## src/hw/rtl/adcq_pkg.sv

```systemverilog
// Shared types and constants for the conversion request queue.
package adcq_pkg;

    typedef enum logic
    {
        CMD_REQUEST  = 1'b0,
        CMD_COMPLETE = 1'b1
    } adcq_cmd_t;

    localparam int unsigned CHANNEL_W   = 4;
    localparam int unsigned SAMPLE_W    = 10;
    localparam int unsigned SLOT_W      = 3;
    localparam int unsigned REF_W       = 2;
    localparam logic [REF_W-1:0] REF_RESET = 2'd1;

    // Result of one item after the pointer stage; the multiplexer channel of a
    // start that follows a completion comes from the store's registered read.
    typedef struct packed
    {
        logic                 accepted;
        logic [SLOT_W-1:0]    request_slot;
        logic                 start_conversion;
        logic                 start_from_store;
        logic [CHANNEL_W-1:0] channel;
        logic                 done_valid;
        logic [SLOT_W-1:0]    done_slot;
        logic [SAMPLE_W-1:0]  done_value;
        logic                 irq_enable;
    } adcq_mid_t;

endpackage

```

## src/hw/rtl/adc_conversion_request_queue.sv

```systemverilog
// Top level of the conversion request queue: handshakes, config and result register.
// A transaction's result is registered in the first result stage, then in the result register.
// Throughput: one transaction per cycle while the output is not stalled; pointers
// update at acceptance and the channel store's registered read supplies the next channel.
// Reset (rst_n, asynchronous): queue empty, interrupt disabled, both result
// stages empty, reference select back to REF_RESET. No clearing pass is needed.
module adc_conversion_request_queue
    import adcq_pkg::*;
#(
    parameter int unsigned QUEUE_SLOTS = 8
)
(
    input  logic                 clk,
    input  logic                 rst_n,
    input  logic                 in_valid,
    output logic                 in_stall,
    input  logic                 cmd,
    input  logic [CHANNEL_W-1:0] channel,
    input  logic [SAMPLE_W-1:0]  sample_value,
    output logic                 out_valid,
    input  logic                 out_stall,
    output logic                 accepted,
    output logic [SLOT_W-1:0]    request_slot,
    output logic                 start_conversion,
    output logic [CHANNEL_W-1:0] mux_channel,
    output logic                 done_valid,
    output logic [SLOT_W-1:0]    done_slot,
    output logic [SAMPLE_W-1:0]  done_value,
    output logic                 irq_enable,
    input  logic                 cfg_valid,
    output logic                 cfg_ready,
    input  logic [REF_W-1:0]     cfg_data
);

    localparam int unsigned PTR_W = $clog2(QUEUE_SLOTS);

    logic                 take;
    logic                 mid_take;
    logic                 mid_valid;
    adcq_mid_t            mid;
    logic                 wr_en;
    logic [PTR_W-1:0]     wr_addr;
    logic [PTR_W-1:0]     rd_addr;
    logic [CHANNEL_W-1:0] rd_data;
    logic                 out_free;

    logic                 out_valid_reg, out_valid_next;
    adcq_mid_t            out_reg, out_next;
    logic [REF_W-1:0]     ref_sel_reg, ref_sel_next;

    assign out_free = !out_valid_reg || !out_stall;
    assign mid_take = mid_valid && out_free;
    assign in_stall = mid_valid && !out_free;
    assign take     = in_valid && !in_stall;

    adcq_ctrl #(
        .SLOTS (QUEUE_SLOTS),
        .PTR_W (PTR_W)
    ) u_ctrl (
        .clk          (clk),
        .rst_n        (rst_n),
        .take         (take),
        .cmd          (cmd),
        .channel      (channel),
        .sample_value (sample_value),
        .mid_take     (mid_take),
        .mid_valid    (mid_valid),
        .mid          (mid),
        .wr_en        (wr_en),
        .wr_addr      (wr_addr),
        .rd_addr      (rd_addr)
    );

    adcq_store #(
        .SLOTS (QUEUE_SLOTS),
        .PTR_W (PTR_W)
    ) u_store (
        .clk     (clk),
        .wr_en   (wr_en),
        .wr_addr (wr_addr),
        .wr_data (channel),
        .rd_en   (take),
        .rd_addr (rd_addr),
        .rd_data (rd_data)
    );

    always_comb
    begin
        out_next = mid;
        if (mid.start_from_store)
        begin
            out_next.channel = rd_data;
        end
        out_valid_next = out_valid_reg;
        if (mid_take)
        begin
            out_valid_next = 1'b1;
        end
        else if (!out_stall)
        begin
            out_valid_next = 1'b0;
        end
    end

    // The reference select is held in a register and has no effect on any
    // result field.
    assign cfg_ready = 1'b1;

    always_comb
    begin
        ref_sel_next = ref_sel_reg;
        if (cfg_valid && cfg_ready)
        begin
            ref_sel_next = cfg_data;
        end
    end

    always_ff @(posedge clk or negedge rst_n)
    begin
        if (!rst_n)
        begin
            out_valid_reg <= 1'b0;
            ref_sel_reg   <= REF_RESET;
        end
        else
        begin
            out_valid_reg <= out_valid_next;
            ref_sel_reg   <= ref_sel_next;
        end
    end

    always_ff @(posedge clk)
    begin
        if (mid_take)
        begin
            out_reg <= out_next;
        end
    end

    assign out_valid        = out_valid_reg;
    assign accepted         = out_reg.accepted;
    assign request_slot     = out_reg.request_slot;
    assign start_conversion = out_reg.start_conversion;
    assign mux_channel      = out_reg.channel;
    assign done_valid       = out_reg.done_valid;
    assign done_slot        = out_reg.done_slot;
    assign done_value       = out_reg.done_value;
    assign irq_enable       = out_reg.irq_enable;

    // A result waiting at the output holds the middle stage and the input.
    assert property (@(posedge clk) disable iff (!rst_n)
        (out_valid_reg && out_stall && mid_valid) |-> in_stall)
        else $error("input taken while both result stages are blocked");

    // A stalled result transaction keeps its stage occupied.
    assert property (@(posedge clk) disable iff (!rst_n)
        (out_valid_reg && out_stall) |=> out_valid_reg)
        else $error("stalled result transaction was dropped");

    // Reported multiplexer channels only accompany a conversion start.
    assert property (@(posedge clk) disable iff (!rst_n)
        (out_valid_reg && !start_conversion) |-> mux_channel == '0)
        else $error("multiplexer channel reported without a start");

endmodule

```

## src/hw/rtl/adcq_store.sv

```systemverilog
// Channel store: one write port and one registered read port.
module adcq_store
    import adcq_pkg::*;
#(
    parameter int unsigned SLOTS = 8,
    parameter int unsigned PTR_W = 3
)
(
    input  logic                 clk,
    input  logic                 wr_en,
    input  logic [PTR_W-1:0]     wr_addr,
    input  logic [CHANNEL_W-1:0] wr_data,
    input  logic                 rd_en,
    input  logic [PTR_W-1:0]     rd_addr,
    output logic [CHANNEL_W-1:0] rd_data
);

    logic [CHANNEL_W-1:0] mem [SLOTS];
    logic [CHANNEL_W-1:0] rd_data_reg;

    always_ff @(posedge clk)
    begin
        if (wr_en)
        begin
            mem[wr_addr] <= wr_data;
        end
    end

    always_ff @(posedge clk)
    begin
        if (rd_en)
        begin
            rd_data_reg <= mem[rd_addr];
        end
    end

    assign rd_data = rd_data_reg;

endmodule

```

## src/hw/rtl/adcq_ctrl.sv

```systemverilog
// Head and tail pointers, interrupt enable and the first result stage.
module adcq_ctrl
    import adcq_pkg::*;
#(
    parameter int unsigned SLOTS = 8,
    parameter int unsigned PTR_W = 3
)
(
    input  logic                 clk,
    input  logic                 rst_n,
    input  logic                 take,
    input  logic                 cmd,
    input  logic [CHANNEL_W-1:0] channel,
    input  logic [SAMPLE_W-1:0]  sample_value,
    input  logic                 mid_take,
    output logic                 mid_valid,
    output adcq_mid_t            mid,
    output logic                 wr_en,
    output logic [PTR_W-1:0]     wr_addr,
    output logic [PTR_W-1:0]     rd_addr
);

    localparam logic [PTR_W-1:0] LAST_SLOT = PTR_W'(SLOTS - 1);

    logic [PTR_W-1:0] head_reg, head_next;
    logic [PTR_W-1:0] tail_reg, tail_next;
    logic             irq_reg, irq_next;
    logic             mid_valid_reg, mid_valid_next;
    adcq_mid_t        mid_reg, mid_next;

    logic [PTR_W-1:0] head_inc;
    logic [PTR_W-1:0] tail_inc;
    logic             empty;

    assign head_inc = (head_reg == LAST_SLOT) ? '0 : head_reg + PTR_W'(1);
    assign tail_inc = (tail_reg == LAST_SLOT) ? '0 : tail_reg + PTR_W'(1);
    assign empty    = (head_reg == tail_reg);

    always_comb
    begin
        head_next = head_reg;
        tail_next = tail_reg;
        irq_next  = irq_reg;
        wr_en     = 1'b0;
        mid_next  = '0;
        if (take)
        begin
            if (cmd == CMD_REQUEST)
            begin
                if (head_inc != tail_reg)
                begin
                    wr_en                 = 1'b1;
                    head_next             = head_inc;
                    mid_next.accepted     = 1'b1;
                    mid_next.request_slot = SLOT_W'(head_reg);
                    if (empty)
                    begin
                        // The stored channel is the one arriving now.
                        irq_next                  = 1'b1;
                        mid_next.start_conversion = 1'b1;
                        mid_next.channel          = channel;
                    end
                end
            end
            else if (!empty)
            begin
                tail_next           = tail_inc;
                mid_next.done_valid = 1'b1;
                mid_next.done_slot  = SLOT_W'(tail_reg);
                mid_next.done_value = sample_value;
                if (head_reg == tail_inc)
                begin
                    irq_next = 1'b0;
                end
                else
                begin
                    mid_next.start_conversion = 1'b1;
                    mid_next.start_from_store = 1'b1;
                end
            end
        end
        mid_next.irq_enable = irq_next;
    end

    always_comb
    begin
        mid_valid_next = mid_valid_reg;
        if (take)
        begin
            mid_valid_next = 1'b1;
        end
        else if (mid_take)
        begin
            mid_valid_next = 1'b0;
        end
    end

    always_ff @(posedge clk or negedge rst_n)
    begin
        if (!rst_n)
        begin
            head_reg      <= '0;
            tail_reg      <= '0;
            irq_reg       <= 1'b0;
            mid_valid_reg <= 1'b0;
        end
        else
        begin
            head_reg      <= head_next;
            tail_reg      <= tail_next;
            irq_reg       <= irq_next;
            mid_valid_reg <= mid_valid_next;
        end
    end

    always_ff @(posedge clk)
    begin
        if (take)
        begin
            mid_reg <= mid_next;
        end
    end

    assign wr_addr   = head_reg;
    assign rd_addr   = tail_next;
    assign mid_valid = mid_valid_reg;
    assign mid       = mid_reg;

    // The interrupt enable tracks a non-empty queue.
    assert property (@(posedge clk) disable iff (!rst_n) irq_reg == (head_reg != tail_reg))
        else $error("interrupt enable disagrees with queue occupancy");

    // An item is either a stored request or a reported completion, never both.
    assert property (@(posedge clk) disable iff (!rst_n)
        mid_valid_reg |-> !(mid_reg.accepted && mid_reg.done_valid))
        else $error("request and completion reported together");

    // A completion always moves the tail by exactly one slot.
    assert property (@(posedge clk) disable iff (!rst_n)
        (take && cmd == CMD_COMPLETE && !empty) |=> tail_reg == $past(tail_inc))
        else $error("tail pointer did not advance on completion");

    // A conversion start never leaves the interrupt disabled.
    assert property (@(posedge clk) disable iff (!rst_n)
        (mid_valid_reg && mid_reg.start_conversion) |-> mid_reg.irq_enable)
        else $error("conversion started with interrupt disabled");

endmodule
```

## config.mk

```make
export PLATFORM = sky130hd
export DESIGN_NAME = adc_conversion_request_queue
export DESIGN_NICKNAME = d
export VERILOG_FILES = /design/src/hw/rtl/adcq_pkg.sv /design/src/hw/rtl/adc_conversion_request_queue.sv /design/src/hw/rtl/adcq_store.sv /design/src/hw/rtl/adcq_ctrl.sv
export SDC_FILE = /design/constraint.sdc
export NUM_CORES = 1
export LEC_CHECK = 0
export BUFFER_PORTS_ARGS = -buffer_cell sky130_fd_sc_hd__buf_2
export CAP_MARGIN = 0
export CORE_UTILIZATION = 56
export DETAILED_ROUTE_END_ITERATION = 8
export PLACE_DENSITY = 0.78
export REMOVE_ABC_BUFFERS = 1
export SYNTH_ARGS = -nofsm -noshare
export SYNTH_HDL_FRONTEND = slang
export SYNTH_SLANG_ARGS = --single-unit
```

## constraint.sdc

```tcl
create_clock -name clk -period 3.65 [get_ports clk]
set_input_delay 0.1825 -clock clk [delete_from_list [all_inputs] [get_ports clk]]
set_output_delay 0.1825 -clock clk [all_outputs]
set_load 0.005 [all_outputs]
```

# --- After elaboration in Yosys (flattened, before gate mapping) ---
# Memories as Yosys holds them, arrays and structs flattened. A register that Yosys moved wholly into a read port is not among the register bits.
# Index checks and enable logic that the tools add are counted.
op_classes:
  add_sub_neg: 2
  mul: 0
  div_mod_pow: 0
  magnitude_cmp: 0
  n_eq_ne: 6
  shift: 0
  n_mux: 27
  bitwise_logic: 3
  reduce_logical: 13
op_table:
  columns: ["op", "count"]
  rows:
  - ["2-to-1 mux 1 bit", 17]
  - ["2-to-1 mux 3 bit", 5]
  - ["2-to-1 mux 14 bit", 1]
  - ["adder 3 x 1 -> 3 bit, second input constant", 2]
  - ["== test 3 bit", 2]
  - ["== test 3 bit, second input constant", 2]
  - ["2-to-1 mux 5 bit", 1]
  - ["zero test 1 bit", 4]
  - ["2-to-1 mux 2 bit", 2]
  - ["2-to-1 mux 4 bit", 1]
  - ["OR reduction 2 bit", 2]
  - ["logical AND 1 bit", 3]
  - ["!= test 3 bit", 1]
  - ["NOT 1 bit", 3]
  - ["AND reduction 3 bit", 1]
  - ["OR reduction 3 bit", 1]
  - ["!= test 2 x 1 -> 1 bit, second input constant", 1]
  - ["nonzero test 2 bit", 1]
  - ["logical OR 1 bit", 1]
totals:
  regBits: 58
  latch_bits: 0
  ram_bits: 32
  mem_bits_ro: 0
  inputBits: 22
  output_inout_bits: 27
  elab_cells: 74
  mem_count: 1
mem_list:
  columns: ["name", "words", "width", "rd", "rd_ports_with_merged_regs", "wr", "line_no", "text"]
  rows:
  - ["u_store.mem", 8, 4, 1, 1, 1, "adcq_store.sv:18", "logic [CHANNEL_W-1:0] mem [SLOTS];"]

# --- Depth between registers and ports, before layout ---
logic_depth:
  word_depth: 9
  mapped_depth: 9
  mapped_depth_nobuf: 8

# --- Cells and area by module ---
# From an unflattened synthesis, not the netlist that was laid out.
hier_totals:
  hier_cells: 191
  hier_area_um2: 3681.0
by_module_without_submodules:
  columns: ["module", "n_inst", "cells_per_inst", "area_each_um2", "seq_area_each_um2"]
  rows:
  - ["adcq_ctrl", 1, 93, 1441.4, 950.9]
  - ["adcq_store", 1, 63, 1410.1, 1081.0]
  - ["adc_conversion_request_queue", 1, 35, 829.5, 745.7]

# --- Worst setup path after synthesis ---
# No wires, ideal clock.
synth_path:
  kind: "register to register"
  from: "reg out_valid_reg, in the netlist out_valid"
  to: "reg u_store.rd_data_reg[1], in the netlist u_store.rd_data[1], read port of u_store.mem, data pin"
  setup_time_ns: 0.267
  arrival_ns: 2.897
  required_time_ns: 3.383
  slack_ns: 0.486
  path_stages_with_launch: 10
  path_buffers: 2
  synth_period_minus_slack_ns: 3.164
  cell_sequence: "dfrtp_1 -> nand3_1 -> and2_1 -> clkbuf_1 -> nand2_1 -> a21oi_4 -> buf_12 -> mux2_4 -> o22ai_2 -> a221oi_2"
synth_between:
  elab_chain_len: 7
synth_rtl:
  columns: ["item", "line_no", "text"]
  rows:
  - ["start, declared", "adc_conversion_request_queue.sv:47", "logic out_valid_reg, out_valid_next;"]
  - ["start signal, assigned", "adc_conversion_request_queue.sv:127", "out_valid_reg <= out_valid_next;"]
  - ["zero test 1 bit *", "adc_conversion_request_queue.sv:51", "assign out_free = !out_valid_reg || !out_stall;"]
  - ["logical OR 1 bit *", "adc_conversion_request_queue.sv:51", null]
  - ["zero test 1 bit *", "adc_conversion_request_queue.sv:53", "assign in_stall = mid_valid && !out_free;"]
  - ["logical AND 1 bit *", "adc_conversion_request_queue.sv:53", null]
  - ["zero test 1 bit *", "adc_conversion_request_queue.sv:54", "assign take = in_valid && !in_stall;"]
  - ["logical AND 1 bit *", "adc_conversion_request_queue.sv:54", null]
  - ["named net take", "adc_conversion_request_queue.sv:37", "logic take;"]
  - ["2-to-1 mux 3 bit", "adcq_ctrl.sv:46", "if (take)"]
  - ["end, declared", "adcq_store.sv:19", "logic [CHANNEL_W-1:0] rd_data_reg;"]
# The timed path passes the listed nets; every way through them passes the cells marked *.
# A chain may end at the register's enable or synchronous reset.

# --- Worst setup path in the final report ---
layout_path:
  from: "reg u_ctrl.head_reg[0], in the netlist u_ctrl.wr_addr[0]"
  to: "reg u_store.rd_data_reg[2], in the netlist u_store.rd_data[2], read port of u_store.mem, data pin"
layout_between:
  elab_chain_len: 4
layout_rtl:
  columns: ["item", "line_no", "text"]
  rows:
  - ["start, declared", "adcq_ctrl.sv:25", "logic [PTR_W-1:0] head_reg, head_next;"]
  - ["start signal, assigned", "adcq_ctrl.sv:109", "head_reg <= head_next;"]
  - ["== test 3 bit", "adcq_ctrl.sv:37", "assign empty = (head_reg == tail_reg);"]
  - ["2-to-1 mux 3 bit", "adcq_ctrl.sv:65", "else if (!empty)"]
  - ["2-to-1 mux 3 bit", "adcq_ctrl.sv:48", "if (cmd == CMD_REQUEST)"]
  - ["2-to-1 mux 3 bit", "adcq_ctrl.sv:46", null]
# No other way between the ends.

==> metrics.yaml <==
drt:
  ant_nets: 0
  via_per_inst: 5.289
  first_pass_iters: 4
  routed_wl_um: 5362
  post-route-drc-count: 0
  drt_iter0_drc: 117
  wl_per_cell_um: 15.50
  vias: 1830
clock_network:
  ctsResizeCount: 0
  cts_tree: "done"
  cts_root_buf: "clkbuf_8"
  h-tree-depth: 3
  cts.sinks: 94
  cts_inserted_buffers: 9
  clk_latency_ps: 350
  cts_hold_buf: 1
  cts.clk_slew.worst_paths_ps: 90
  postCtsSetupBuffers: 0
  clock_path_buffers: 2
worst_setup_path:
  worstPathCellList: "xor2_1, o31a_1, buf_4, and4bb_4, a21oi_4, mux2_2, o22ai_1, a221oi_1"
  reg2reg_to: "u_store.rd_data[2]"
  cp-start-kind: "flop"
  r2r_start: "u_ctrl.wr_addr[0]"
  cp.buffers_inverters: 1
  critical_path_class: "reg -> reg"
  rrSetupSlack_ps: 930
  critPathArrivalTime_ps: 2800
  worstPathMaxFanout: 16
  cp-end-kind: "flop"
  slowest_delay_ps: 530
  worst_ep_required_time_ps: 3730
  r2r_cells: 8
  cp_slowest_cell: "dfrtp_1"
  cpLargestDelayFamily: "compound AO/OA/AOI/OAI gates"
min_path:
  hp-start: "in_valid"
  hold_path.class: "in -> reg"
  min_to: "u_ctrl.mid_valid"
  whs_path_depth: 2
global_routing:
  grt_pass1_vias: 1839
  grt-ovfl-total: 0
  grt_max_degree: 28
  grt_util_all_layers_pct: 17.42
  grt_pass1_wl_um: 9101
  grt_antenna_before_repair: 0
sta:
  clock_skew_ps: 9.915
  maxSlewViolCount: 0
  worstMarginPinSlew_ps: 616.2
  period_share_pct: 74.63
  max_freq_mhz: 367.1
  rsz0062_at_grt: "no"
  finalHoldViolations: 0
  tns_ps: 0
  finalSetupViolCount: 0
  post-route-min-period_ps: 2724
  max_slew_margin_pct: 58.60
floorplanning:
  start_util_pct: 57.87
  io_pins: 49
  die_width_um: 83.01
  die-area_um2: 6890
  die_h_um: 83.01
  rows: 29
  core_area_um2: 6350
synth:
  yosys_warnings: 0
  synth_top_family_by_area: "simple AND/OR/NAND/NOR gates"
  synth_area_leader_cell: "edfxtp_1"
  synth_mux_area_share_pct: 7.423
  ys_async_sr_fraction_pct: 9.574
  syn_area_um2: 3675
  synth_compound_area_share_pct: 3.371
  synth_xor_area_share_pct: 2.145
  synthAdderAreaFrac_pct: 1.362
  synth_simple_gate_area_share_pct: 7.729
  synth_top_area_share_pct: 69.46
  synth_seq_cells: 94
  ys.flop_type: "edfxtp_1"
  synth_area_leaders: "edfxtp_1, dfrtp_1, mux2_2"
  syn_area_per_cell_um2: 17.42
  synth_enable_flop_cells: 85
  synthCells: 211
  synth-seq-area-share_pct: 75.59
  ys_types: 35
power_and_ir_drop:
  powerDensity_nw_per_um2: 720.4
  p_leak_nw: 1.593
  ir_drop_uv: 492.3
  total_power_w: 0.002993
job:
  cap_violations: 0
final_layout:
  num-nets-final: 290
  final_cells: 346
  final_core_util_pct: 65.44
  layout_commonest_cell: "edfxtp_1"
  postLayoutCellArea_um2: 4155
  drive_gt1_share_pct: 31.97
  antenna_cells: 0
  syn_to_final_growth_pct: 13.07
  largest_register_ffs: 32
  mostFrequentLayoutCells: "edfxtp_1, buf_2, and2_1, mux2_2, mux2i_1"
status:
  outcome: "finished, final reports clean"
placed_design:
  dpl.cell_count: 329
  dpl.hpwl_um: 3742
  gp_congestion: 0.7460
  dpl_cell_area_um2: 3971
  place.port_buffers: 44
==> worst max path at each step <==
stage                            from  cells past startpoint                  to
finish              u_ctrl.wr_addr[0]                      8  u_store.rd_data[2]
global route        u_ctrl.wr_addr[0]                      8   u_store.mem[1][0]
CTS                 u_ctrl.wr_addr[0]                      8  u_store.rd_data[2]
detailed placement  u_ctrl.wr_addr[0]                      8  u_store.rd_data[2]
global placement    u_ctrl.wr_addr[0]                      8  u_store.rd_data[2]
floorplan                   out_valid                      7  u_store.rd_data[1]
==> kinds of logic after synthesis <==
logic type               after synthesis
AO/OA/AOI/OAI                         14
XOR/XNOR                               9
adder cells (fa/ha/maj)                4
buffers and inverters                 13
flip-flops                            94
multiplexers                          25
other                                  1
AND/OR/NAND/NOR                       51
==> metal layers <==
layer,vias up,routed length [um],track usage [%]
met4,0,57,7.053
li1,891,-,-
met2,53,2726,27.79
met1,881,2336,22.99
met3,5,242,4.573
met5,-,0,0
==> cells in the mapped netlist, types with 3 or more instances <==
master and n:
edfxtp_1 85, buf_2 3, inv_1 4, nor3_1 5, nand2b_1 3, o22ai_1 3, mux2_2 14, and2_1 19
nand3_1 3, mux2i_1 10, nand2_1 7, nor2_1 7, ha_1 4, dfrtp_1 9, and3_1 4, xor2_1 3
xnor2_1 6, a221oi_1 3
==> power by group <==
group / switching, W / leakage [nW] / internal [W] / total [W]
logic: 0.000437 / 0.592 / 0.000411 / 0.000848
registers: 0.000127 / 0.912 / 0.00143 / 0.00155
clock network: 0.000344 / 0.0885 / 0.000249 / 0.000594
total: 0.000908 / 1.59 / 0.00209 / 0.00299
==> per-stage QoR <==
stage / hold slack, ps / setup WS, ps
after floorplan: -113.1 / 596.9
after global placement: 51.62 / 993.1
after global routing: 61.77 / 737.6
after detailed placement: 55.07 / 939.4
after CTS: 22.82 / 909.0
final: 32.64 / 925.9
==> layout make-up <==
cell class,instances,area [um2]
multi-input combinational,104,817.0
sequential,94,2778
tap,77,96.34
fill,412,2195
inverter,4,15.01
timing repair buffer,51,275.3
clock inverter,7,50.05
clock buffer,9,123.9
(Power assumes the default switching activity.)
